### src/hw/rtl/mrbl_pkg.sv
// Package: constants and register indexes for the masked rectangle bitmap load.
`default_nettype none

package mrbl_pkg;

    localparam int unsigned WORD_BYTES = 4;

    localparam int unsigned ADDR_W  = 32;
    localparam int unsigned PIX_W   = 8;
    localparam int unsigned COORD_W = 16;
    localparam int unsigned DEPTH_W = 2;
    localparam int unsigned LEN_W   = COORD_W + 1;
    localparam int unsigned PART_W  = 3;
    localparam int unsigned CFG_IDX_W  = 3;
    localparam int unsigned CFG_DATA_W = 32;
    localparam int unsigned SETTLE_W   = 2;

    localparam logic [PIX_W-1:0] FULL_MASK = 8'hFF;
    localparam logic [PART_W-1:0] PIX_MAX  = 3'd7;
    localparam logic [SETTLE_W-1:0] SETTLE_CYCLES = 2'd2;

    typedef enum logic [CFG_IDX_W-1:0] {
        CFG_ORIGIN    = 3'd0,
        CFG_STRIDE    = 3'd1,
        CFG_DEPTH     = 3'd2,
        CFG_LEFT_X    = 3'd3,
        CFG_RIGHT_X   = 3'd4,
        CFG_FIRST_ROW = 3'd5,
        CFG_END_ROW   = 3'd6
    } cfg_index_t;

endpackage

`default_nettype wire

### src/hw/rtl/masked_rectangle_bitmap_load.sv
// Top level: masked rectangle bitmap load, one masked byte write per source byte.
//
// Accepts one packed source byte per clock unless settling or backpressure holds the
// input, and returns one masked byte write per byte through the stage-A register and
// then an output register that holds under backpressure while the next byte is taken.
// The rectangle geometry (start address, row pitch, row length in bytes, row count,
// edge mask shifts) is kept in registers derived from the configuration registers;
// after any configuration write the input is held off while the product of first row
// and stride and the start address settle. Only the row base, byte column and row
// count carry from one byte to the next, so unstalled rate is one byte per clock.
`default_nettype none

module masked_rectangle_bitmap_load
    import mrbl_pkg::*;
(
    input  wire logic                  clk,
    input  wire logic                  rst_n,
    input  wire logic                  cfg_valid,
    output logic                       cfg_ready,
    input  wire logic [CFG_IDX_W-1:0]  cfg_index,
    input  wire logic [CFG_DATA_W-1:0] cfg_data,
    input  wire logic                  s_axis_tvalid,
    output logic                       s_axis_tready,
    input  wire logic [7:0]            s_axis_tdata,   // [7:0] pixel_byte
    output logic                       m_axis_tvalid,
    input  wire logic                  m_axis_tready,
    output logic [47:0]                m_axis_tdata,   // [31:0] write_addr,
                                                       // [39:32] write_data,
                                                       // [47:40] write_mask
    output logic                       m_axis_tlast,   // row_done
    output logic                       m_axis_tuser    // load_done
);

    logic [ADDR_W-1:0]  origin_reg;
    logic [COORD_W-1:0] stride_reg;
    logic [DEPTH_W-1:0] depth_reg;
    logic [COORD_W-1:0] left_x_reg;
    logic [COORD_W-1:0] right_x_reg;
    logic [COORD_W-1:0] first_row_reg;
    logic [COORD_W-1:0] end_row_reg;

    logic [SETTLE_W-1:0] settle_reg;

    logic [ADDR_W-1:0]  prod_reg;
    logic [ADDR_W-1:0]  pitch_reg;
    logic [COORD_W-1:0] lbyte_reg;
    logic [LEN_W-1:0]   len_reg;
    logic [COORD_W-1:0] rows_reg;
    logic [PART_W-1:0]  lpart_reg;
    logic [PART_W-1:0]  rpart_reg;
    logic [ADDR_W-1:0]  start_addr_reg;

    logic [ADDR_W-1:0]  row_base_reg;
    logic [COORD_W-1:0] byte_col_reg;
    logic [COORD_W-1:0] row_count_reg;

    logic               a_valid_reg;
    logic [ADDR_W-1:0]  a_base_reg;
    logic [COORD_W-1:0] a_col_reg;
    logic [PIX_W-1:0]   a_data_reg;
    logic [PIX_W-1:0]   a_mask_reg;
    logic               a_row_done_reg;
    logic               a_load_done_reg;

    logic               out_valid_reg;
    logic [ADDR_W-1:0]  out_addr_reg;
    logic [PIX_W-1:0]   out_data_reg;
    logic [PIX_W-1:0]   out_mask_reg;
    logic               out_row_done_reg;
    logic               out_load_done_reg;

    logic               cfg_write;
    logic               in_accept;
    logic               out_load;
    logic               a_load;

    logic [PART_W-1:0]  shift_amt;
    logic [PART_W-1:0]  pix_mask;
    logic [COORD_W-1:0] lbyte_next;
    logic [LEN_W-1:0]   rsum;
    logic [LEN_W-1:0]   rbyte_next;
    logic [LEN_W-1:0]   len_next;
    logic [COORD_W-1:0] rows_next;
    logic [PART_W-1:0]  lpart_next;
    logic [PART_W-1:0]  rpart_next;

    logic               load_start;
    logic [ADDR_W-1:0]  cur_base;
    logic               last_byte;
    logic [COORD_W-1:0] row_count_inc;
    logic               last_row;
    logic [PIX_W-1:0]   lmask;
    logic [PIX_W-1:0]   rmask;
    logic [PIX_W-1:0]   mask_next;

    assign cfg_ready = 1'b1;
    assign cfg_write = cfg_valid && cfg_ready;

    assign out_load      = !out_valid_reg || m_axis_tready;
    assign a_load        = !a_valid_reg || out_load;
    assign s_axis_tready = (settle_reg == '0) && a_load;
    assign in_accept     = s_axis_tvalid && s_axis_tready;

    always_comb
    begin
        shift_amt  = 3'd3 - {1'b0, depth_reg};
        pix_mask   = PIX_MAX >> depth_reg;
        lbyte_next = left_x_reg >> shift_amt;
        rsum       = {1'b0, right_x_reg} + {{(LEN_W-PART_W){1'b0}}, pix_mask};
        rbyte_next = rsum >> shift_amt;
        if (rbyte_next > {1'b0, lbyte_next})
        begin
            len_next = rbyte_next - {1'b0, lbyte_next};
        end
        else
        begin
            len_next = LEN_W'(1);
        end
        if (end_row_reg > first_row_reg)
        begin
            rows_next = end_row_reg - first_row_reg;
        end
        else
        begin
            rows_next = COORD_W'(1);
        end
        lpart_next = (left_x_reg[PART_W-1:0] & pix_mask) << depth_reg;
        rpart_next = (right_x_reg[PART_W-1:0] & pix_mask) << depth_reg;
    end

    always_comb
    begin
        load_start    = (byte_col_reg == '0) && (row_count_reg == '0);
        cur_base      = load_start ? start_addr_reg : row_base_reg;
        last_byte     = ({1'b0, byte_col_reg} + LEN_W'(1)) >= len_reg;
        row_count_inc = row_count_reg + COORD_W'(1);
        last_row      = last_byte && ((row_count_inc >= rows_reg) || (row_count_inc == '0));
        lmask         = FULL_MASK >> lpart_reg;
        rmask         = ~(FULL_MASK >> rpart_reg);
        mask_next     = FULL_MASK;
        if (byte_col_reg == '0)
        begin
            mask_next = mask_next & lmask;
        end
        if (last_byte && (rpart_reg != '0))
        begin
            mask_next = mask_next & rmask;
        end
    end

    always_ff @(posedge clk or negedge rst_n)
    begin
        if (!rst_n)
        begin
            origin_reg    <= '0;
            stride_reg    <= COORD_W'(1);
            depth_reg     <= '0;
            left_x_reg    <= '0;
            right_x_reg   <= COORD_W'(8);
            first_row_reg <= '0;
            end_row_reg   <= COORD_W'(1);
        end
        else if (cfg_write)
        begin
            unique case (cfg_index)
                CFG_ORIGIN:    origin_reg    <= cfg_data;
                CFG_STRIDE:    stride_reg    <= cfg_data[COORD_W-1:0];
                CFG_DEPTH:     depth_reg     <= cfg_data[DEPTH_W-1:0];
                CFG_LEFT_X:    left_x_reg    <= cfg_data[COORD_W-1:0];
                CFG_RIGHT_X:   right_x_reg   <= cfg_data[COORD_W-1:0];
                CFG_FIRST_ROW: first_row_reg <= cfg_data[COORD_W-1:0];
                CFG_END_ROW:   end_row_reg   <= cfg_data[COORD_W-1:0];
                default:       ;
            endcase
        end
    end

    // Settle derived geometry after reset or a configuration write.
    always_ff @(posedge clk or negedge rst_n)
    begin
        if (!rst_n)
        begin
            settle_reg <= SETTLE_CYCLES;
        end
        else if (cfg_write)
        begin
            settle_reg <= SETTLE_CYCLES;
        end
        else if (settle_reg != '0)
        begin
            settle_reg <= settle_reg - SETTLE_W'(1);
        end
    end

    always_ff @(posedge clk)
    begin
        prod_reg       <= ADDR_W'(first_row_reg) * ADDR_W'(stride_reg);
        pitch_reg      <= ADDR_W'(stride_reg) * ADDR_W'(WORD_BYTES);
        lbyte_reg      <= lbyte_next;
        len_reg        <= len_next;
        rows_reg       <= rows_next;
        lpart_reg      <= lpart_next;
        rpart_reg      <= rpart_next;
        start_addr_reg <= origin_reg + prod_reg * ADDR_W'(WORD_BYTES)
                          + {{(ADDR_W-COORD_W){1'b0}}, lbyte_reg};
    end

    always_ff @(posedge clk or negedge rst_n)
    begin
        if (!rst_n)
        begin
            row_base_reg  <= '0;
            byte_col_reg  <= '0;
            row_count_reg <= '0;
        end
        else if (in_accept)
        begin
            if (last_byte)
            begin
                byte_col_reg  <= '0;
                row_base_reg  <= cur_base + pitch_reg;
                row_count_reg <= last_row ? '0 : row_count_inc;
            end
            else
            begin
                row_base_reg <= cur_base;
                byte_col_reg <= byte_col_reg + COORD_W'(1);
            end
        end
    end

    always_ff @(posedge clk or negedge rst_n)
    begin
        if (!rst_n)
        begin
            a_valid_reg <= 1'b0;
        end
        else if (a_load)
        begin
            a_valid_reg <= in_accept;
        end
    end

    always_ff @(posedge clk)
    begin
        if (in_accept)
        begin
            a_base_reg      <= cur_base;
            a_col_reg       <= byte_col_reg;
            a_data_reg      <= s_axis_tdata;
            a_mask_reg      <= mask_next;
            a_row_done_reg  <= last_byte;
            a_load_done_reg <= last_row;
        end
    end

    always_ff @(posedge clk or negedge rst_n)
    begin
        if (!rst_n)
        begin
            out_valid_reg <= 1'b0;
        end
        else if (out_load)
        begin
            out_valid_reg <= a_valid_reg;
        end
    end

    always_ff @(posedge clk)
    begin
        if (out_load && a_valid_reg)
        begin
            out_addr_reg      <= a_base_reg + {{(ADDR_W-COORD_W){1'b0}}, a_col_reg};
            out_data_reg      <= a_data_reg;
            out_mask_reg      <= a_mask_reg;
            out_row_done_reg  <= a_row_done_reg;
            out_load_done_reg <= a_load_done_reg;
        end
    end

    assign m_axis_tvalid = out_valid_reg;
    assign m_axis_tdata  = {out_mask_reg, out_data_reg, out_addr_reg};
    assign m_axis_tlast  = out_row_done_reg;
    assign m_axis_tuser  = out_load_done_reg;

`ifndef NO_ASSERTIONS
    a_cfg_holds_input: assert property (@(posedge clk) disable iff (!rst_n)
        cfg_write |=> !s_axis_tready)
        else $error("input taken while geometry settles");

    a_load_ends_row: assert property (@(posedge clk) disable iff (!rst_n)
        m_axis_tvalid && m_axis_tuser |-> m_axis_tlast)
        else $error("load end without row end");

    a_rearm: assert property (@(posedge clk) disable iff (!rst_n)
        in_accept && last_row |=> byte_col_reg == '0 && row_count_reg == '0)
        else $error("counters not rearmed after load end");

    a_col_advance: assert property (@(posedge clk) disable iff (!rst_n)
        in_accept && !last_byte |=> byte_col_reg == $past(byte_col_reg) + COORD_W'(1))
        else $error("byte column did not advance");
`endif

endmodule

`default_nettype wire

### config.mk
export PLATFORM = sky130hd
export DESIGN_NAME = masked_rectangle_bitmap_load
export DESIGN_NICKNAME = d
export VERILOG_FILES = /design/src/hw/rtl/mrbl_pkg.sv /design/src/hw/rtl/masked_rectangle_bitmap_load.sv
export SDC_FILE = /design/constraint.sdc
export NUM_CORES = 1
export LEC_CHECK = 0
export ABC_AREA = 1
export BUFFER_PORTS_ARGS = -buffer_cell sky130_fd_sc_hd__clkbuf_2
export CAP_MARGIN = 15
export CORE_MARGIN = 5
export CORE_UTILIZATION = 45
export DETAILED_ROUTE_END_ITERATION = 7
export HOLD_SLACK_MARGIN = 0.12
export MAX_ROUTING_LAYER = met4
export PLACE_DENSITY = 0.67
export SLEW_MARGIN = 15
export SYNTH_ARGS = -nofsm -noshare
export SYNTH_HDL_FRONTEND = slang
export SYNTH_SLANG_ARGS = --single-unit
### constraint.sdc
create_clock -name clk -period 12.4 [get_ports clk]
set_input_delay 2.48 -clock clk [delete_from_list [all_inputs] [get_ports clk]]
set_output_delay 2.48 -clock clk [all_outputs]
set_load 0.02 [all_outputs]
== Word level (Yosys, flattened, before mapping) ==
Cells that the tools add are included.
Storage, ports and cells
  register bits after elaboration: 431
  input bits: 48
  output and inout port bits: 53
  word-level logic and storage cells: 101
Operators by class
  add/sub/neg operators: 12
  $mul: 1
  magnitude comparators: 4
  equal/unequal tests: 6
  shift-type cells: 7
  mux-type cells: 8
  bitwise operators: 4
  reduce and logical (&&, ||, !) cells: 27
Operators with widths (count)
  32-bit by 16-bit adder with 32-bit output: 2
  32-bit 2-to-1 mux: 2
  16-bit zero test: 3
  16-bit by 1-bit adder with 16-bit output, second input constant: 2
  32-bit by 18-bit adder with 32-bit output: 1
  32-bit adder: 1
  16-bit 2-to-1 mux: 2
  16-bit by 16-bit multiplier with 30-bit output: 1
  16-bit by 1-bit adder with 17-bit output, second input constant: 1
  16-bit by 3-bit adder with 17-bit output: 1
  17-bit greater-or-equal comparator: 1
  17-bit by 16-bit greater-than comparator with 1-bit output: 1
  17-bit by 3-bit right shift with 17-bit output: 1
  17-bit by 16-bit subtractor with 17-bit output: 1
  16-bit greater-or-equal comparator: 1
  16-bit greater-than comparator: 1
  8-bit 2-to-1 mux: 2
  2-bit AND reduction: 8
  16-bit by 3-bit right shift with 16-bit output: 1
  8-bit by 3-bit right shift with 8-bit output, first input constant: 2
  16-bit subtractor: 1
  3-bit equality test, second input constant: 3
  8-bit AND: 1
  8-bit NOT: 1
  other kinds (15): 28

== Longest topological paths before layout ==
Gate-level depths: netlist of the first run.
  word-level depth: 6
  mapped depth: 27
  gate-level depth less buffers: 25

== Worst setup path after synthesis of the first run ==
Ideal clock, no wire load.
  path kind: input port to flip-flop
  from: input m_axis_tready
  to: register a_base_reg[0] (enable)
  library setup time: 0.456 ns
  arrival time: 5.323 ns
  data required time: 11.944 ns
  setup slack: 6.621 ns
  stages on the path: 8
  path buffers: 2
  cell sequence: inv_1 -> nand3_1 -> nand2_1 -> inv_1 -> nand2_1 -> inv_1 -> clkbuf_1 -> clkbuf_1
Between the ends
  longest elaborated chain between the ends: 4
RTL lines
  start: declaration: line masked_rectangle_bitmap_load.sv:26  | input wire logic m_axis_tready,
  1-bit logical OR: line masked_rectangle_bitmap_load.sv:99  | assign out_load = !out_valid_reg || m_axis_tready;
  1-bit logical OR: line masked_rectangle_bitmap_load.sv:100  | assign a_load = !a_valid_reg || out_load;
  1-bit logical AND: line masked_rectangle_bitmap_load.sv:101  | assign s_axis_tready = (settle_reg == '0) && a_load;
  named net s_axis_tready: line masked_rectangle_bitmap_load.sv:23  | output logic s_axis_tready,
  1-bit logical AND: line masked_rectangle_bitmap_load.sv:102  | assign in_accept = s_axis_tvalid && s_axis_tready;
  named net in_accept: line masked_rectangle_bitmap_load.sv:73  | logic in_accept;
  end signal: assignment: line masked_rectangle_bitmap_load.sv:248  | a_base_reg <= cur_base;
  end: declaration: line masked_rectangle_bitmap_load.sv:58  | logic [ADDR_W-1:0] a_base_reg;
The timed path passes the listed nets, and every way through them passes these cells.
A chain may end at the register's enable or synchronous reset.

== Worst setup path in the final report of the first run ==
  from: register first_row_reg[7]
  to: register prod_reg[24]
Between the ends
  longest elaborated chain between the ends: 1
RTL lines
  start: declaration: line masked_rectangle_bitmap_load.sv:39  | logic [COORD_W-1:0] first_row_reg;
  start signal: assignment: line masked_rectangle_bitmap_load.sv:171  | CFG_FIRST_ROW: first_row_reg <= cfg_data[COORD_W-1:0];
  16-bit by 16-bit multiplier with 30-bit output: line masked_rectangle_bitmap_load.sv:197  | prod_reg <= ADDR_W'(first_row_reg) * ADDR_W'(stride_reg);
  end signal: assignment: line masked_rectangle_bitmap_load.sv:197
  end: declaration: line masked_rectangle_bitmap_load.sv:44  | logic [ADDR_W-1:0] prod_reg;
Every way passes these cells.

==> results by stage, run 1 <==
Drt:
- Once detail routing completed, the nets flagged for antenna violations numbered 0.
- Dividing the detail-routed wire length by the instance count gives approximately 17 microns.
- In the routed design, unresolved DRC markers number 0.
- The via density per instance is ~5.1.
- For this run, the detailed router's first-pass iteration total came to 6.
- The violation count after the first detailed-route iteration is between 2000 and 2500.
- The final layout contains routed wiring with a total length of 76800 microns.
- The total number of vias is ~24000.

Clock network:
- After clock tree synthesis, the clock-pin slew on the worst setup and hold paths is 0.07 ns.
- The cell at the root of the clock tree is clkbuf_16.
- The H-tree was split into 2 levels.
- The number of sinks on the clock net is roughly 430.
- The clock passes through at most 3 buffers.
- The later pin in the worst-skew pair is clocked with a latency of between 0.6 and 0.7 ns.
- The post-CTS setup repair buffer count is 0.
- Once the clock tree was built, the resizer swapped 0 gates to a different size.
- The TritonCTS clock tree is yes.
- The TritonCTS buffer count is 48.
- The number of buffers inserted by hold repair at cts is 0.

Synth:
- The post-synth net total is 4201.
- The unique cell type count in the Yosys netlist is 59.
- The number of synthesized flops with an enable pin is around 120.
- The flop and latch count out of synthesis is 431.
- The number of warnings printed during yosys synthesis is 0.
- The most common flop cell mapped by yosys is dfrtp_1.
- The async set-or-reset flop fraction in the synthesized netlist is 0.422.
- The synthesized netlist occupies a cell area of 31000 sq um.
- The average instance in the mapped netlist occupies around 8.4 sq um.
- After technology mapping, the gate count stands at roughly 3700.
- The fraction of the yosys area taken by sequential cells is 0.345.

Final layout:
- The most common library cell in the layout ignoring fill and taps is nand2_1.
- The antenna diode instance count is 0.
- In the layout the commonest cells are 903 x nand2_1, 646 x inv_1, 245 x ha_1.
- Of the cells placed in the final design, the portion with a size suffix greater than 1 is 0.0722.
- The final standard cell count with taps included and fillers excluded is between 4000 and 5000.
- The area growth from synthesis to layout is 9.31%.
- The finished cells cover 33900 sq um.
- The final net count is between 4000 and 5000.

Timing:
- The highest clock frequency the design can meet is 167 MHz.
- Setup violations remaining at the end of the flow were counted as 0.
- Between clock sinks in the finished design, the worst skew comes to ~0.034 ns.
- The clock period minus worst slack is ~6.0 ns.
- The max-slew violation total from the final report is 0.
- Adding up every negative setup slack in the final design gives 0 ns.
- The final clock period utilization by the worst path is 0.484.
- The tightest hold path in the finished design has a slack of 0.411 ns.
- The worst slew margin relative to its limit is 0.303.
- The slew of the pin with the lowest slew margin is around 1.0 ns.
- The final hold violation count came to 0.
- Setup repair after global routing left no endpoint under its margin.

Die:
- The area of the core is between 60000 and 70000 sq um.
- The floorplan step set the die width to 273 microns.
- After floorplanning, the core was divided into 96 placement rows.
- The starting density of the core is 0.453.
- The die height is around 270 microns.
- The floorplan step defined a die boundary enclosing 74300 sq um.
- During I/O placement, the number of pins put on the boundary was around 100.

Run status:
- The run finished with clean final reports.

Place:
- Port buffering added roughly 100 buffers.
- After detailed placement, the total cell area comes to ~32000 sq um.
- The routability-driven placement congestion ratio is 0.934.
- The detailed placement HPWL is between 50000 and 60000 microns.
- In this run, placement finished with an instance count of roughly 4600.

Setup path:
- The category of the worst setup path launch point is a flip-flop.
- In this run the worst path has a maximum fanout of 18.
- The required time reported for the critical path endpoint is 12.92 ns.
- STA puts the critical path data arrival time at 6.52 ns.
- The endpoint class of the critical path is a flip-flop.
- By startpoint and endpoint, the worst setup path is classified as reg2reg.

Pwr:
- Dividing total power by cell area gives a power density of between 200 and 300 nW/um^2.
- The peak supply drop is roughly 0.27 mV.
- The leakage power summed over all cells is around 17 nW.

GRT:
- The leftover overflow at the end of global routing is 0.
- The total routing resource utilization after global routing is 0.214.
- The global-route wire length before repair is about 120000 microns.
- The via count of the first global-routing pass is between 20000 and 25000.
- The initial antenna violation count is 4.
- The pin count of the biggest net entering global routing is 88.

Flow run:
- The tool flagged a number of max-cap violations equal to 0.

Worst hold path:
- The path type of the worst min-delay path is reg2reg.
## cells in the mapped netlist, drive strengths merged, types with 10 or more instances
| cell | count | area (sq um) |
|---|---|---|
| xnor2 | 47 | 412 |
| xor2 | 106 | 928 |
| a21oi | 176 | 885 |
| ha | 245 | 3070 |
| o211ai | 17 | 128 |
| nor3 | 24 | 130 |
| a21boi | 17 | 128 |
| o21bai | 11 | 82.6 |
| o21ai | 248 | 1250 |
| inv | 653 | 2450 |
| nor2 | 175 | 694 |
| o22ai | 10 | 62.6 |
| a21o | 15 | 113 |
| o21a | 10 | 75.1 |
| buf | 23 | 124 |
| nand2 | 918 | 3490 |
| clkbuf | 103 | 387 |
| edfxtp | 116 | 3480 |
| mux2 | 16 | 180 |
| dfxtp | 133 | 2660 |
| nand3 | 122 | 638 |
| dfrtp | 178 | 4450 |
| nor4 | 17 | 143 |
| nand4 | 45 | 288 |
| or2 | 10 | 62.6 |
| fa | 213 | 4260 |
## cells by family after synthesis
group                    share of synthesized area
multiplexers                               0.00871
AO/OA/AOI/OAI                               0.0948
XOR/XNOR                                    0.0432
AND/OR/NAND/NOR                              0.176
adder cells (fa/ha/maj)                      0.236
flip-flops                                   0.345
buffers and inverters                       0.0957
other                                     0.000121
## cell type report
class	instances	area (sq um)
tap	882	1100
clock inverter	30	377
sequential	431	10700
multi-input combinational	2483	17400
clock buffer	60	1320
inverter	655	2460
fill	6503	34600
timing repair buffer	110	587
## through the flow
step	total power, mW	utilization	setup slack [ns]
4_1_cts	9.76	0.495	6.35
3_3_place_gp	8.14	0.471	6.55
6_report	9.73	0.495	6.40
2_1_floorplan	6.70	-	6.62
5_1_grt	10.7	0.495	5.90
3_5_place_dp	8.19	0.471	6.40
## report_power, final
part           internal [mW]  switching (mW)  total [mW]
combinational           2.19            3.74        5.93
clock                  0.872           0.622        1.49
sequential              1.97           0.329        2.30
## metal layers
layer  track usage  part of all wire  wire, microns  vias up
li1              -                 -              -    11776
met1         0.296              0.46          35100    11206
met2         0.335              0.46          35000      664
met3        0.0252             0.057           4400      121
met4        0.0615             0.030           2330        0
met5             -                 0              0        -
## worst paths after layout
check                                 start          endpoint  slack (ns)  cells after the start
hold / removal                a_mask_reg[3]   out_mask_reg[3]        0.41                      0
setup / recovery           first_row_reg[7]      prod_reg[24]        6.40                     20
max in group asynchronous             rst_n  row_base_reg[29]        8.53                      3
setup reg to reg           first_row_reg[7]      prod_reg[24]        6.40                     20
min in group asynchronous             rst_n    left_x_reg[14]        1.87                      1
hold reg to reg               a_mask_reg[3]   out_mask_reg[3]        0.41                      0
## worst max-delay path, stage by stage, from the launching register on
cell,delay (ns)
dfrtp_1,0.78
nand2_1,0.17
fa_1,0.56
inv_1,0.05
fa_1,0.50
inv_1,0.05
fa_1,0.47
inv_1,0.06
fa_1,0.50
fa_1,0.56
inv_1,0.06
fa_1,0.53
inv_1,0.04
ha_1,0.34
nand2_1,0.13
nor4_1,0.36
a21oi_1,0.18
o21bai_1,0.23
nand3_1,0.09
nand2_1,0.08
xor2_1,0.16
Power figures use the tool's default switching activity.
==> inputs of run 2 (changes only) <==
- ABC_AREA: 1 -> 0
- clock period: 12.4 -> 5.79 ns (I/O delays scaled with it)
==> results by stage, run 2 <==
Run status:
- The flow ran to the end, but the final reports show violations.
- The checks that failed: setup timing.

Die:
- The overall die width is 269 microns (-1.3%).
- The die footprint was 72400 sq um (-2.5%).
- The area of the core is 66900 sq um (-2.3%).
- The row count is 95 (-1.0%).
- The starting density of the core is 0.452 (-0.00154).
- The number of placed I/O pins is 101 (unchanged).
- The die height is 269 microns (-1.3%).

Final layout:
- The proportion of layout cells with a drive suffix above 1 is 0.188 (+0.116).
- The area growth from synthesis to layout is 15.2%.
- The final net count is 3724 (-12%).
- The antenna diode instance count came to 0 (unchanged).
- The final standard cell count with taps included and fillers excluded is 4132 (-11%).
- In the layout the commonest cells are 343 x nand2_1, 341 x inv_1, 231 x ha_1.
- The library cell used most frequently in the layout, excluding fill and tap cells, is nand2_1.

Timing:
- The final hold slack is 0.414 ns (+0.00346 ns).
- The final clock period utilization by the worst path was 1.00 (+0.521).
- The aggregate negative setup slack was -0.0668 ns (-0.0668 ns).
- The worst slew margin relative to its limit is 0.235 (-0.0686).
- The clock period minus worst slack is 5.82 ns (-0.185 ns).
- The highest clock frequency the design can meet was 172 MHz (+3.2%).
- The count of endpoints failing setup in the final report came to 3 (+3).
- The final hold violation count was 0 (unchanged).
- Setup repair after global routing could not meet its margin everywhere.
- The worst clock skew is 0.0423 ns (+0.00842 ns).
- The slew of the pin with the lowest slew margin is 1.14 ns (+0.0993 ns).
- The worst-case setup margin in the final layout is -0.0280 ns (-6.42 ns).
- The max-slew violation total from the final report is 0 (unchanged).

Clock network:
- The cell at the root of the clock tree is clkbuf_16.
- The clock latency of the later-clocked register in the worst-skew pair is 0.62 ns (about the same).
- The TritonCTS buffer count is 49 (+2.1%).
- The number of sinks on the clock net is 431 (unchanged).
- The total number of H-tree levels is 2 (unchanged).
- TritonCTS built the clock tree.
- The clock-pin slew of the registers on the worst-case setup and hold paths is 0.06 ns (about the same).
- The clock tree buffer depth is 3 (unchanged).

GRT:
- The via count of the first global-routing pass was 21088 (-9.1%).
- The initial antenna violation count was 3 (-1).
- The total routing resource utilization after global routing is 0.200 (-0.0135).
- The pin count of the biggest net entering global routing is 94 (+6.8%).
- The leftover overflow at the end of global routing was 0 (unchanged).
- The global-route wire length before repair is 115000 microns (-7.5%).

Setup path:
- The required time reported for the critical path endpoint is 6.26 ns (-6.66 ns).
- The most used cell along the critical path is fa_1.
- Traced cell by cell, the critical path runs through buf_6, and2_4, fa_1, inv_1, fa_1, fa_1, inv_2, fa_1, fa_1, inv_2, fa_1, inv_2, ha_4, a211oi_2, nand2_2, nor4_2, o21a_1, o31a_1, o21ai_2, a311oi_2, o21ai_1, xor2_1.
- The peak per-stage delay on the critical path was 0.58 ns (-0.20 ns).
- The library cell contributing the largest single delay on the critical path is fa_1.
- The category of the most critical setup path is reg2reg.
- The worst setup path is launched from a flip-flop.
- The arrival time of the worst setup path is 6.29 ns (-0.23 ns).
- The cell class contributing the biggest share of worst-path delay is adder cells.
- The number of buffer and inverter stages on the critical path is 5 (unchanged).
- STA classifies the critical path endpoint as a flip-flop.
- The highest net fanout along the worst path is 4 (-14).

Drt:
- The total routed wirelength is 71400 microns (-6.9%).
- The number of optimization iterations in the first detailed-route pass was 7 (+1).
- The DRC violation count after routing is 0 (unchanged).
- The via density per instance is 5.20 (+1.7%).
- The remaining number of nets flagged by the antenna check after routing is 0 (unchanged).
- The violation count after the first detailed-route iteration came to 1527 (-27%).
- The total number of vias was 21474 (-9.6%).
- The routed length per instance is 17.3 microns (+4.7%).

Worst hold path:
- The worst hold path belongs to the class reg2reg.

Place:
- The setup slack at placement is -0.239 ns (-6.64 ns).
- The routability-driven placement congestion ratio is 0.911 (-2.5%).
- The number of placed cells counting well taps is 4009 (-12%).
- The port buffer count is 99 (unchanged).
- The detailed placement HPWL is 54700 microns (-7.4%).

Synth:
- The async set-or-reset flop fraction in the synthesized netlist is 0.422 (unchanged).
- The share of the synthesized netlist area taken by xor and xnor gates was 0.0475 (+0.00434).
- In the post-synthesis netlist, the biggest area contributors are dfrtp_1 15%, fa_1 14%, edfxtp_1 12%.
- The cell count after synthesis is 3002 (-19%).
- The synthesized-area fraction occupied by ao, oa, aoi and oai cells came to 0.0971 (+0.00231).
- Summed over all instances, the cell type with the most area after synthesis is dfrtp_1.
- The fraction of the yosys area taken by sequential cells came to 0.354 (+0.00917).
- The unique cell type count in the Yosys netlist is 81 (+37%).
- The most frequent cell after synthesis is inv_1.
- The number of synthesized flops with an enable pin is 116 (unchanged).
- The mean instance size in the synthesized netlist is 10.1 sq um (+20%).
- The simple-gate portion of the synthesized area is 0.136 (-0.0399).
- The number of warnings printed during yosys synthesis is 0 (unchanged).
- The dominant combinational cell family by area after synthesis is adder cells.
- The post-synth net total is 3508 (-16%).
- The most used flip-flop cell after synthesis is dfrtp_1.
- The portion of netlist area occupied by mux cells came to 0.0640 (+0.0553).
- The flop and latch count out of synthesis is 431 (unchanged).
- The area of the mapped netlist is 30200 sq um (-2.6%).
- In the synthesized netlist, the cells that appear most often are 357 x inv_1, 346 x nand2_1, 245 x ha_1.
- The fraction of post-synthesis cell area in the top cell type by area was 0.147 (+0.00382).
- The adder-cell share of the synthesized area is 0.243 (+0.00628).

Flow run:
- The max capacitance violation total is 0 (unchanged).
==> run 2: cell count changes in the layout (fill, tap and decap cells not counted), sizes merged, moves of 65 or more <==
cell   before  now
mux2       16  145
o21ai     248  157
nand2     918  346
buf        11  163
and2        1  131
xnor2      47  112
nand3     122   51
a21oi     176  103
inv       657  359
==> run 2: metal layers <==
layer | vias to the layer above | GRT usage | routed length, microns
li1 | 10527 | - | -
met1 | 10354 | 0.279 | 33400
met2 | 494 | 0.314 | 32800
met3 | 99 | 0.0260 | 3530
met4 | 0 | 0.0501 | 1670
met5 | - | - | 0
==> run 2: cell families (layout without fill, tap and decap cells) <==
kind of cell | count (synthesis) | count (layout)
multiplexers | 175 | 175
buffers and inverters | 456 | 713
flip-flops | 431 | 431
adder cells (fa/ha/maj) | 458 | 458
XOR/XNOR | 164 | 164
AND/OR/NAND/NOR | 847 | 847
AO/OA/AOI/OAI | 470 | 470
other | 1 | 1
==> run 2: final timing paths <==
kind                             startpoint  cells past startpoint  slack (ns)               to
max in group asynchronous             rst_n                      2        4.18   origin_reg[31]
min in group asynchronous             rst_n                      1        0.59    left_x_reg[4]
setup reg to reg           first_row_reg[8]                     22       -0.03     prod_reg[28]
hold / removal                a_data_reg[5]                      0        0.41  out_data_reg[5]
hold reg to reg               a_data_reg[5]                      0        0.41  out_data_reg[5]
setup / recovery           first_row_reg[8]                     22       -0.03     prod_reg[28]
==> run 2: area by class of cell <==
class,instances,area [sq um]
clock buffers,72,1490
well taps,873,1090
flip-flops and latches,431,10700
inverters,359,1350
fillers,5915,32100
clock inverters,20,229
repair buffers,262,1830
multi-input cells,2115,18100
==> run 2: worst register-to-register path: stages (launching register included) <==
cell	delay, ns
dfrtp_2	0.44
buf_6	0.13
and2_4	0.13
fa_1	0.49
inv_1	0.05
fa_1	0.47
fa_1	0.58
inv_2	0.04
fa_1	0.47
fa_1	0.51
inv_2	0.04
fa_1	0.51
inv_2	0.05
ha_4	0.24
a211oi_2	0.22
nand2_2	0.10
nor4_2	0.18
o21a_1	0.19
o31a_1	0.18
o21ai_2	0.08
a311oi_2	0.33
o21ai_1	0.14
xor2_1	0.15
==> run 2: per-stage QoR <==
stage | cell area (sq um) | util
2_1_floorplan | 30300 | -
4_1_cts | 34500 | 0.516
3_3_place_gp | 32500 | 0.485
3_5_place_dp | 32500 | 0.485
5_1_grt | 34800 | 0.520
6_report | 34800 | 0.520
==> run 2: repair_timing <==
action / 4_1_cts / 5_1_grt
buffers inserted: 23 / 8
hold buffers: 0 / 0
endpoints found under the setup margin: 9 / 12
pin swaps: 53 / 52
gates resized for setup: 45 / 59
Power of run 2 is left out: the tool's default activity adds up to more than one toggle a clock period on the data nets, which glitch-free logic cannot reach.
